<file path="src/rtl/lmfs_pkg.sv">
// ----------------------------------------------------------------------------
// lmfs_pkg
// Shared types and constants for the LED matrix frame store shift-out unit.
// ----------------------------------------------------------------------------
package lmfs_pkg;

  // Frame store geometry (fixed by the field widths)
  localparam int unsigned StoreDepth = 64;
  localparam int unsigned AddrW      = 6;
  localparam int unsigned ByteW      = 8;
  localparam int unsigned XW         = 8;
  localparam int unsigned YW         = 6;

  // Pixel command codes
  typedef enum logic {
    CMD_PIXEL = 1'b0,
    CMD_FLUSH = 1'b1
  } lmfs_cmd_e;

  // Sequencer states, one-hot
  typedef enum logic [4:0] {
    S_IDLE   = 5'b00001,
    S_WR_RD  = 5'b00010,
    S_WR_MOD = 5'b00100,
    S_FL_RD  = 5'b01000,
    S_FL_OUT = 5'b10000
  } lmfs_state_e;

  // Request from the sequencer to the frame store
  typedef struct packed {
    logic             wr_en;
    logic             rd_en;
    logic [AddrW-1:0] addr;
    logic [ByteW-1:0] wdata;
  } lmfs_mem_req_t;

endpackage

</file>
<file path="src/rtl/lmfs_if.sv">
// ----------------------------------------------------------------------------
// lmfs_in_if / lmfs_out_if
// Valid/ready channels for pixel commands and flushed frame bytes.
// ----------------------------------------------------------------------------
interface lmfs_in_if import lmfs_pkg::*; ();
  logic          valid;
  logic          ready;
  logic          command;
  logic [XW-1:0] pixel_x;
  logic [YW-1:0] pixel_y;
  logic          pixel_on;

  modport source (output valid, command, pixel_x, pixel_y, pixel_on, input ready);
  modport sink   (input valid, command, pixel_x, pixel_y, pixel_on, output ready);
endinterface

interface lmfs_out_if import lmfs_pkg::*; ();
  logic             valid;
  logic             ready;
  logic [ByteW-1:0] out_byte;
  logic [AddrW-1:0] byte_index;
  logic             last_byte;

  modport source (output valid, out_byte, byte_index, last_byte, input ready);
  modport sink   (input valid, out_byte, byte_index, last_byte, output ready);
endinterface

</file>
<file path="src/rtl/lmfs_store.sv">
// ----------------------------------------------------------------------------
// lmfs_store
// 64 x 8 frame memory, one access per cycle, registered read. Per-entry
// valid flops make unwritten entries read as zero straight after reset.
// ----------------------------------------------------------------------------
module lmfs_store import lmfs_pkg::*; (
  input  logic             clk_i,
  input  logic             rst_ni,
  input  lmfs_mem_req_t    req_i,
  output logic [ByteW-1:0] rd_data_o
);

  logic [ByteW-1:0]      mem_q [StoreDepth];
  logic [StoreDepth-1:0] written_q;
  logic [ByteW-1:0]      rdata_q;
  logic                  rvalid_q;

  // Memory array and read data register
  always_ff @(posedge clk_i) begin
    if (req_i.wr_en) begin
      mem_q[req_i.addr] <= req_i.wdata;
    end
    if (req_i.rd_en) begin
      rdata_q <= mem_q[req_i.addr];
    end
  end

  // Written flags, cleared by reset
  always_ff @(posedge clk_i or negedge rst_ni) begin
    if (!rst_ni) begin
      written_q <= '0;
      rvalid_q  <= 1'b0;
    end else begin
      if (req_i.wr_en) begin
        written_q[req_i.addr] <= 1'b1;
      end
      if (req_i.rd_en) begin
        rvalid_q <= written_q[req_i.addr];
      end
    end
  end

  assign rd_data_o = rvalid_q ? rdata_q : '0;

endmodule

</file>
<file path="src/rtl/led_matrix_frame_store_shift_out_unit.sv">
// ----------------------------------------------------------------------------
// led_matrix_frame_store_shift_out_unit
// One-bit LED matrix frame store with a byte stream for a shift-register panel.
// ----------------------------------------------------------------------------
//  channel  | dir | payload                           | transfer when
//  ---------+-----+-----------------------------------+--------------------
//  in_i     | in  | command, pixel_x, pixel_y, pixel_on | valid & ready
//  out_o    | out | out_byte, byte_index, last_byte   | valid & ready
//
//  A pixel write holds the input through accept, memory read and write back;
//  a dropped pixel is accepted and ignored. A flush reads and sends each of its
//  (HEIGHT/8)*WIDTH bytes, at most 64, in turn through the single registered
//  port of the frame memory. Output stalls hold the current byte and pause
//  the flush. Reset clears the frame at once through per-entry written flags.
// ----------------------------------------------------------------------------
module led_matrix_frame_store_shift_out_unit import lmfs_pkg::*; #(
  parameter int unsigned WIDTH  = 32,
  parameter int unsigned HEIGHT = 16
) (
  input  logic      clk_i,
  input  logic      rst_ni,
  lmfs_in_if.sink   in_i,
  lmfs_out_if.source out_o
);

  localparam int unsigned RawBytes   = (HEIGHT / 8) * WIDTH;
  localparam int unsigned FrameBytes = (RawBytes > StoreDepth) ? StoreDepth : RawBytes;
  localparam logic [AddrW-1:0] LastIdx = AddrW'(FrameBytes - 1);
  localparam int unsigned IdxW = 11;

  lmfs_state_e      state_q, state_d;
  logic [AddrW-1:0] addr_q, addr_d;
  logic [ByteW-1:0] mask_q, mask_d;
  logic             on_q, on_d;

  logic [XW:0]      x_rev;
  logic [YW:0]      y_rev;
  logic [IdxW-1:0]  idx_wide;
  logic             pix_ok;
  logic             in_xfer, out_xfer;
  lmfs_mem_req_t    mem_req;
  logic [ByteW-1:0] rd_data;

  // Mirror coordinates and form the byte index
  always_comb begin
    x_rev    = (XW+1)'(WIDTH - 1) - {1'b0, in_i.pixel_x};
    y_rev    = (YW+1)'(HEIGHT - 1) - {1'b0, in_i.pixel_y};
    idx_wide = IdxW'(y_rev[YW-1:3]) * IdxW'(WIDTH) + IdxW'(x_rev[XW-1:0]);
    pix_ok   = ({1'b0, in_i.pixel_x} < (XW+1)'(WIDTH)) &&
               ({1'b0, in_i.pixel_y} < (YW+1)'(HEIGHT)) &&
               (idx_wide < IdxW'(FrameBytes));
  end

  assign in_i.ready = (state_q == S_IDLE);
  assign in_xfer    = in_i.valid && in_i.ready;
  assign out_xfer   = out_o.valid && out_o.ready;

  // Sequencer
  always_comb begin
    state_d       = state_q;
    addr_d        = addr_q;
    mask_d        = mask_q;
    on_d          = on_q;
    mem_req.wr_en = 1'b0;
    mem_req.rd_en = 1'b0;
    mem_req.addr  = addr_q;
    mem_req.wdata = on_q ? (rd_data | mask_q) : (rd_data & ~mask_q);
    case (state_q)
      S_IDLE: begin
        if (in_xfer) begin
          if (in_i.command == CMD_FLUSH) begin
            addr_d  = '0;
            state_d = S_FL_RD;
          end else if (pix_ok) begin
            addr_d  = idx_wide[AddrW-1:0];
            mask_d  = 8'h80 >> y_rev[2:0];
            on_d    = in_i.pixel_on;
            state_d = S_WR_RD;
          end
        end
      end
      S_WR_RD: begin
        mem_req.rd_en = 1'b1;
        state_d       = S_WR_MOD;
      end
      S_WR_MOD: begin
        mem_req.wr_en = 1'b1;
        state_d       = S_IDLE;
      end
      S_FL_RD: begin
        mem_req.rd_en = 1'b1;
        state_d       = S_FL_OUT;
      end
      S_FL_OUT: begin
        if (out_xfer) begin
          if (addr_q == LastIdx) begin
            state_d = S_IDLE;
          end else begin
            addr_d  = addr_q + 1'b1;
            state_d = S_FL_RD;
          end
        end
      end
      default: begin
        state_d = S_IDLE;
      end
    endcase
  end

  always_ff @(posedge clk_i or negedge rst_ni) begin
    if (!rst_ni) begin
      state_q <= S_IDLE;
    end else begin
      state_q <= state_d;
    end
  end

  // Working registers, no reset needed
  always_ff @(posedge clk_i) begin
    addr_q <= addr_d;
    mask_q <= mask_d;
    on_q   <= on_d;
  end

  lmfs_store u_store (
    .clk_i    (clk_i),
    .rst_ni   (rst_ni),
    .req_i    (mem_req),
    .rd_data_o(rd_data)
  );

  // Output: read data stays put until the next read, so it holds under stall
  assign out_o.valid      = (state_q == S_FL_OUT);
  assign out_o.out_byte   = rd_data;
  assign out_o.byte_index = addr_q;
  assign out_o.last_byte  = (addr_q == LastIdx);

endmodule

</file>
<file path="src/flat_wrapper.sv">
// flat-port wrapper written by rule: the top's interface ports become plain ports
module led_matrix_frame_store_shift_out_unit_flat import lmfs_pkg::*;
#(
  parameter int unsigned WIDTH  = 32,
  parameter int unsigned HEIGHT = 16
)
  (clk_i, rst_ni, in_i_valid, in_i_command, in_i_pixel_x, in_i_pixel_y, in_i_pixel_on, in_i_ready, out_o_valid, out_o_out_byte, out_o_byte_index, out_o_last_byte, out_o_ready);
  lmfs_in_if in_i_i ();
  lmfs_out_if out_o_i ();
  input  logic clk_i;
  input  logic rst_ni;
  input wire logic [$bits(in_i_i.valid)-1:0] in_i_valid;
  input wire logic [$bits(in_i_i.command)-1:0] in_i_command;
  input wire logic [$bits(in_i_i.pixel_x)-1:0] in_i_pixel_x;
  input wire logic [$bits(in_i_i.pixel_y)-1:0] in_i_pixel_y;
  input wire logic [$bits(in_i_i.pixel_on)-1:0] in_i_pixel_on;
  output wire logic [$bits(in_i_i.ready)-1:0] in_i_ready;
  output wire logic [$bits(out_o_i.valid)-1:0] out_o_valid;
  output wire logic [$bits(out_o_i.out_byte)-1:0] out_o_out_byte;
  output wire logic [$bits(out_o_i.byte_index)-1:0] out_o_byte_index;
  output wire logic [$bits(out_o_i.last_byte)-1:0] out_o_last_byte;
  input wire logic [$bits(out_o_i.ready)-1:0] out_o_ready;
  assign in_i_i.valid = in_i_valid;
  assign in_i_i.command = in_i_command;
  assign in_i_i.pixel_x = in_i_pixel_x;
  assign in_i_i.pixel_y = in_i_pixel_y;
  assign in_i_i.pixel_on = in_i_pixel_on;
  assign in_i_ready = in_i_i.ready;
  assign out_o_valid = out_o_i.valid;
  assign out_o_out_byte = out_o_i.out_byte;
  assign out_o_byte_index = out_o_i.byte_index;
  assign out_o_last_byte = out_o_i.last_byte;
  assign out_o_i.ready = out_o_ready;
  led_matrix_frame_store_shift_out_unit #(.WIDTH(WIDTH), .HEIGHT(HEIGHT)) u_core (.clk_i(clk_i), .rst_ni(rst_ni), .in_i(in_i_i), .out_o(out_o_i));
endmodule
</file>
<file path="config.mk">
export PLATFORM = sky130hd
export DESIGN_NAME = led_matrix_frame_store_shift_out_unit_flat
export DESIGN_NICKNAME = d
export VERILOG_FILES = /design/src/rtl/lmfs_pkg.sv /design/src/rtl/lmfs_if.sv /design/src/rtl/lmfs_store.sv /design/src/rtl/led_matrix_frame_store_shift_out_unit.sv /design/src/flat_wrapper.sv
export SDC_FILE = /design/constraint.sdc
export NUM_CORES = 1
export LEC_CHECK = 0
export BUFFER_PORTS_ARGS = -buffer_cell sky130_fd_sc_hd__clkbuf_2
export CAP_MARGIN = 20
export CORE_MARGIN = 2
export CORE_UTILIZATION = 33
export CTS_CLUSTER_DIAMETER = 60
export DETAILED_ROUTE_END_ITERATION = 10
export GPL_TIMING_DRIVEN = 0
export SYNTH_ARGS = -nofsm -noshare
export SYNTH_HDL_FRONTEND = slang
export SYNTH_SLANG_ARGS = --single-unit
export TNS_END_PERCENT = 100
</file>
<file path="constraint.sdc">
create_clock -name clk_i -period 5.9 [get_ports clk_i]
set_input_delay 0.295 -clock clk_i [delete_from_list [all_inputs] [get_ports clk_i]]
set_output_delay 0.295 -clock clk_i [all_outputs]
set_load 0.01 [all_outputs]
</file>
==> flow_summary_export.csv <==
group,metric,value,unit
clocking,post-cts-setup-buffers,0,
critical_path,worst_ep_arrival_time,4.26,ns
drt,total_length_of_routed_wires,80.2,mm
logic_synthesis,syn-cell-area,0.0245,mm²
global_routing,grt_pass1_wl,111,mm
sta,timing.final.hold_violations,0,
sta,period_minus_slack,4.06,ns
drt,drt_iter0_markers,2172,
logic_synthesis,syn_avg_cell_area,17.5,µm²
clocking,clockBufferDepth,3,
clocking,clk_latency,0.61,ns
logic_synthesis,async_flop_share,0.116,
critical_path,setup.worst_path.start,"u_core.out_o.byte_index[1]$_DFFE_PP_",
pwr,p_leak,9.82,nW
pwr,finalPower,11.4,mW
global_routing,grt_antenna_before_repair,1,
layout,antenna-diode-count,0,
logic_synthesis,synth-edff-count,535,
critical_path,worstPathMaxFanout,10,
logic_synthesis,synth_cell_types,74,
logic_synthesis,cell_accounting_for_the_most_synthesized_area,"sky130_fd_sc_hd__edfxtp_1",
critical_path,category_of_the_worst_setup_path_launch_point,"register",
critical_path,critical_path.reg2reg.endpoint,"u_core.u_store.mem_q[25][7]$_DFFE_PP_",
drt,drcViolationCount,0,
critical_path,end_kind,"register",
critical_path,ff2ff_setup_slack,1.84,ns
flow_run,cap_violations,0,
critical_path,critical_path.max_stage_delay,1.07,ns
run_status,status,"finished clean",
clocking,clkSlewWorstSetupHoldPaths,0.06,ns
critical_path,critical_path.reg2reg.startpoint,"u_core.out_o.byte_index[1]$_DFFE_PP_",
critical_path,worst_path_most_repeated_cell,"sky130_fd_sc_hd__nor2_1",
placement,last_weighted_congestion_value_of_the_routability_driven_placer,1.00,
floorplan,die_h,277,µm
sta,achievable-frequency,0.247,GHz
logic_synthesis,synth_warnings,0,
placement,port_buffers,36,
global_routing,grt_remaining_overflow,0,
floorplan,start_util,0.335,
floorplan,width_of_the_chip,277,µm
logic_synthesis,yosysSeqAreaShare,0.726,
logic_synthesis,count_of_mapped_cells_out_of_synthesis,1403,
sta,timing.clock.skew,0.0285,ns
floorplan,core.rowCount,99,
floorplan,core,0.0733,mm²
critical_path,path_cells,"buf_2 > buf_4 > nor2_1 > nand3_1 > nor2_1",
worst_hold_path,hold_path_startpoint,"out_o_ready",
floorplan,num_io_pins,37,
logic_synthesis,ys_dominant_reg_cell,"sky130_fd_sc_hd__edfxtp_1",
clocking,cts_inserted_buffers,66,
clocking,clock-sinks,605,
floorplan,die_area,0.0766,mm²
logic_synthesis,postSynthRegisterBits,605,
layout,most-common-layout-cells,"sky130_fd_sc_hd__edfxtp_1, sky130_fd_sc_hd__nor2_1, sky130_fd_sc_hd__clkbuf_16, sky130_fd_sc_hd__dfrtp_1, sky130_fd_sc_hd__nand2_1",
logic_synthesis,post-synth-top-area-fraction,0.655,
drt,vias_per_cell,5.79,
layout,area_delta_synth_final,16.2,%
clocking,cts_root_buffer,"sky130_fd_sc_hd__clkbuf_16",
sta,setup-tns-final,0,ns
critical_path,cp.required,6.10,ns
global_routing,grt_start_max_net_pins,50,
drt,num_vias,14677,
sta,timing.final.max_slew_violations,0,
critical_path,timing.setup.critical_path_class,"register to register",
drt,final_antenna_net_count,0,
placement,post-dp-hpwl,52.2,mm
clocking,tritoncts,"yes",
logic_synthesis,ys_top_cells_by_area,"sky130_fd_sc_hd__edfxtp_1, sky130_fd_sc_hd__dfrtp_1, sky130_fd_sc_hd__mux4_2",
drt,iteration_count_of_the_initial_detailed_routing_pass,5,
worst_hold_path,hold_path_depth,3,
layout,mostFrequentLayoutCell,"sky130_fd_sc_hd__edfxtp_1",
layout,fraction_of_final_layout_cells_sized_beyond_drive_strength_1,0.245,
worst_hold_path,holdCritPathClass,"primary input to register",
sta,final.period_utilization,0.687,
drt,post_drt_wl_per_cell,31.6,µm
clocking,deepest_level_of_the_cts_h_tree,3,
sta,rsz_0062_raised_after_global_routing,"false",
sta,tightestPinTransition,1.18,ns
pwr,power_density,399,mW/mm²
sta,timing.final.setup_violations,0,
global_routing,grt_pass1_vias,14270,
layout,nets,1552,
worst_hold_path,whs_endpoint,"u_core.state_q[0]$_DFFE_PN1P_",
global_routing,groute.usage.overall,0.207,
logic_synthesis,syn_nets,1430,
critical_path,worst_r2r_path_depth,5,
pwr,worst_case_vdd_ir_drop,219,µV
critical_path,timing.critical_path.slowest_stage_cell,"sky130_fd_sc_hd__nor2_1",
sta,maxSlewHeadroom,0.211,
## cells in the mapped netlist, types with 5 or more instances
| library cell | number |
|---|---|
| sky130_fd_sc_hd__mux4_1 | 13 |
| sky130_fd_sc_hd__mux2_2 | 52 |
| sky130_fd_sc_hd__clkbuf_1 | 28 |
| sky130_fd_sc_hd__nand2b_1 | 6 |
| sky130_fd_sc_hd__a221o_1 | 7 |
| sky130_fd_sc_hd__a221oi_1 | 49 |
| sky130_fd_sc_hd__o21ai_0 | 22 |
| sky130_fd_sc_hd__buf_2 | 35 |
| sky130_fd_sc_hd__nor2_1 | 81 |
| sky130_fd_sc_hd__mux2_4 | 6 |
| sky130_fd_sc_hd__nor3b_1 | 10 |
| sky130_fd_sc_hd__o22ai_1 | 14 |
| sky130_fd_sc_hd__o211ai_1 | 9 |
| sky130_fd_sc_hd__ha_1 | 6 |
| sky130_fd_sc_hd__a22oi_1 | 39 |
| sky130_fd_sc_hd__a22o_1 | 5 |
| sky130_fd_sc_hd__and3_1 | 9 |
| sky130_fd_sc_hd__inv_1 | 8 |
| sky130_fd_sc_hd__and2_1 | 12 |
| sky130_fd_sc_hd__o221ai_1 | 8 |
| sky130_fd_sc_hd__mux2i_1 | 34 |
| sky130_fd_sc_hd__nand3_1 | 13 |
| sky130_fd_sc_hd__nand2_1 | 58 |
| sky130_fd_sc_hd__buf_4 | 10 |
| sky130_fd_sc_hd__a221oi_2 | 5 |
| sky130_fd_sc_hd__buf_6 | 13 |
| sky130_fd_sc_hd__nor2b_1 | 7 |
| sky130_fd_sc_hd__o21bai_1 | 32 |
| sky130_fd_sc_hd__nand4_1 | 7 |
| sky130_fd_sc_hd__dfrtp_1 | 69 |
| sky130_fd_sc_hd__o22a_1 | 5 |
| sky130_fd_sc_hd__edfxtp_1 | 535 |
| sky130_fd_sc_hd__a21oi_1 | 12 |
| sky130_fd_sc_hd__or2_2 | 37 |
| sky130_fd_sc_hd__mux4_2 | 54 |
| sky130_fd_sc_hd__and3b_1 | 11 |
| sky130_fd_sc_hd__nor3_1 | 5 |
## how the worst max path moves through the flow
stage / endpoint / cells past startpoint
finish: u_core.u_store.mem_q[25][7]$_DFFE_PP_ / 5
global route: u_core.u_store.mem_q[38][4]$_DFFE_PP_ / 7
CTS: u_core.u_store.mem_q[49][7]$_DFFE_PP_ / 5
detailed placement: u_core.u_store.mem_q[49][7]$_DFFE_PP_ / 5
global placement: u_core.u_store.mem_q[25][2]$_DFFE_PP_ / 5
floorplan: u_core.mask_q[0]$_SDFFCE_PP0P_ / 8
## per-stage QoR
stage / setup slack, ns / cells / cell area, µm² / hold slack [ns] / util
after global placement: 1.98 / 2398 / 25900 / 0.447 / 0.353
final: 1.84 / 2537 / 28500 / 0.0213 / 0.389
after global routing: 1.91 / 2537 / 28500 / 0.0271 / 0.389
after detailed placement: 1.99 / 2411 / 26200 / 0.264 / 0.357
after floorplan: 3.39 / 1403 / 24500 / -0.000591 / -
after CTS: 1.99 / 2535 / 28500 / 0.000797 / 0.389
## routing by layer
layer  routed length, µm  share of wire  global-route usage
met1               33000           0.41               0.288
met2               35200           0.44               0.310
met3                8600           0.11              0.0552
met5                  18        0.00022                   0
met4                3430          0.043              0.0825
## repair_timing
| item | 4_1_cts | 5_1_grt |
|---|---|---|
| gates resized for setup | 0 | 0 |
| endpoints found under the hold margin | 24 | 0 |
| hold buffers | 3 | 0 |
## critical path: cells and delay by family, from the launching register on
| family | cells | cell delay, ns |
|---|---|---|
| flip-flops | 1 | 0.45 |
| buffers and inverters | 2 | 0.57 |
| AND/OR/NAND/NOR | 3 | 2.62 |
## power breakdown
group | internal (mW) | switching (mW)
logic | 0.647 | 1.51
clock network | 2.67 | 1.71
registers | 4.80 | 0.0360
total | 8.12 | 3.26
## state kept, by name (all words and copies together), names as in the netlist
register                  count
u_core.u_store.written_q     64
u_core.on_q                   1
u_core.mask_q                 8
u_core.state_q                5
u_core.out_o.byte_index       6
u_core.u_store.mem_q        512
u_core.u_store.rvalid_q       1
u_core.u_store.rdata_q        8
## layout make-up
| type | count | area (µm²) |
|---|---|---|
| plain buffers | 94 | 597 |
| clock buffers | 96 | 1960 |
| clock inverters | 25 | 350 |
| fillers | 6697 | 44800 |
| inverters | 12 | 45.0 |
| multi-input cells | 692 | 6090 |
| flip-flops and latches | 605 | 17800 |
| well taps | 959 | 1200 |
| repair buffers | 54 | 464 |
## kinds of logic after synthesis
family / count (synthesis) / share of synthesized area
xor gates and xnor gates: 6 / 0.00214
adders and majority gates: 7 / 0.00387
buffers and inverters: 106 / 0.0262
muxes: 160 / 0.105
DFF: 605 / 0.726
and+or+nand+nor: 281 / 0.0607
AOI/OAI and AO/OA: 238 / 0.0757
Power figures use the tool's default switching activity.
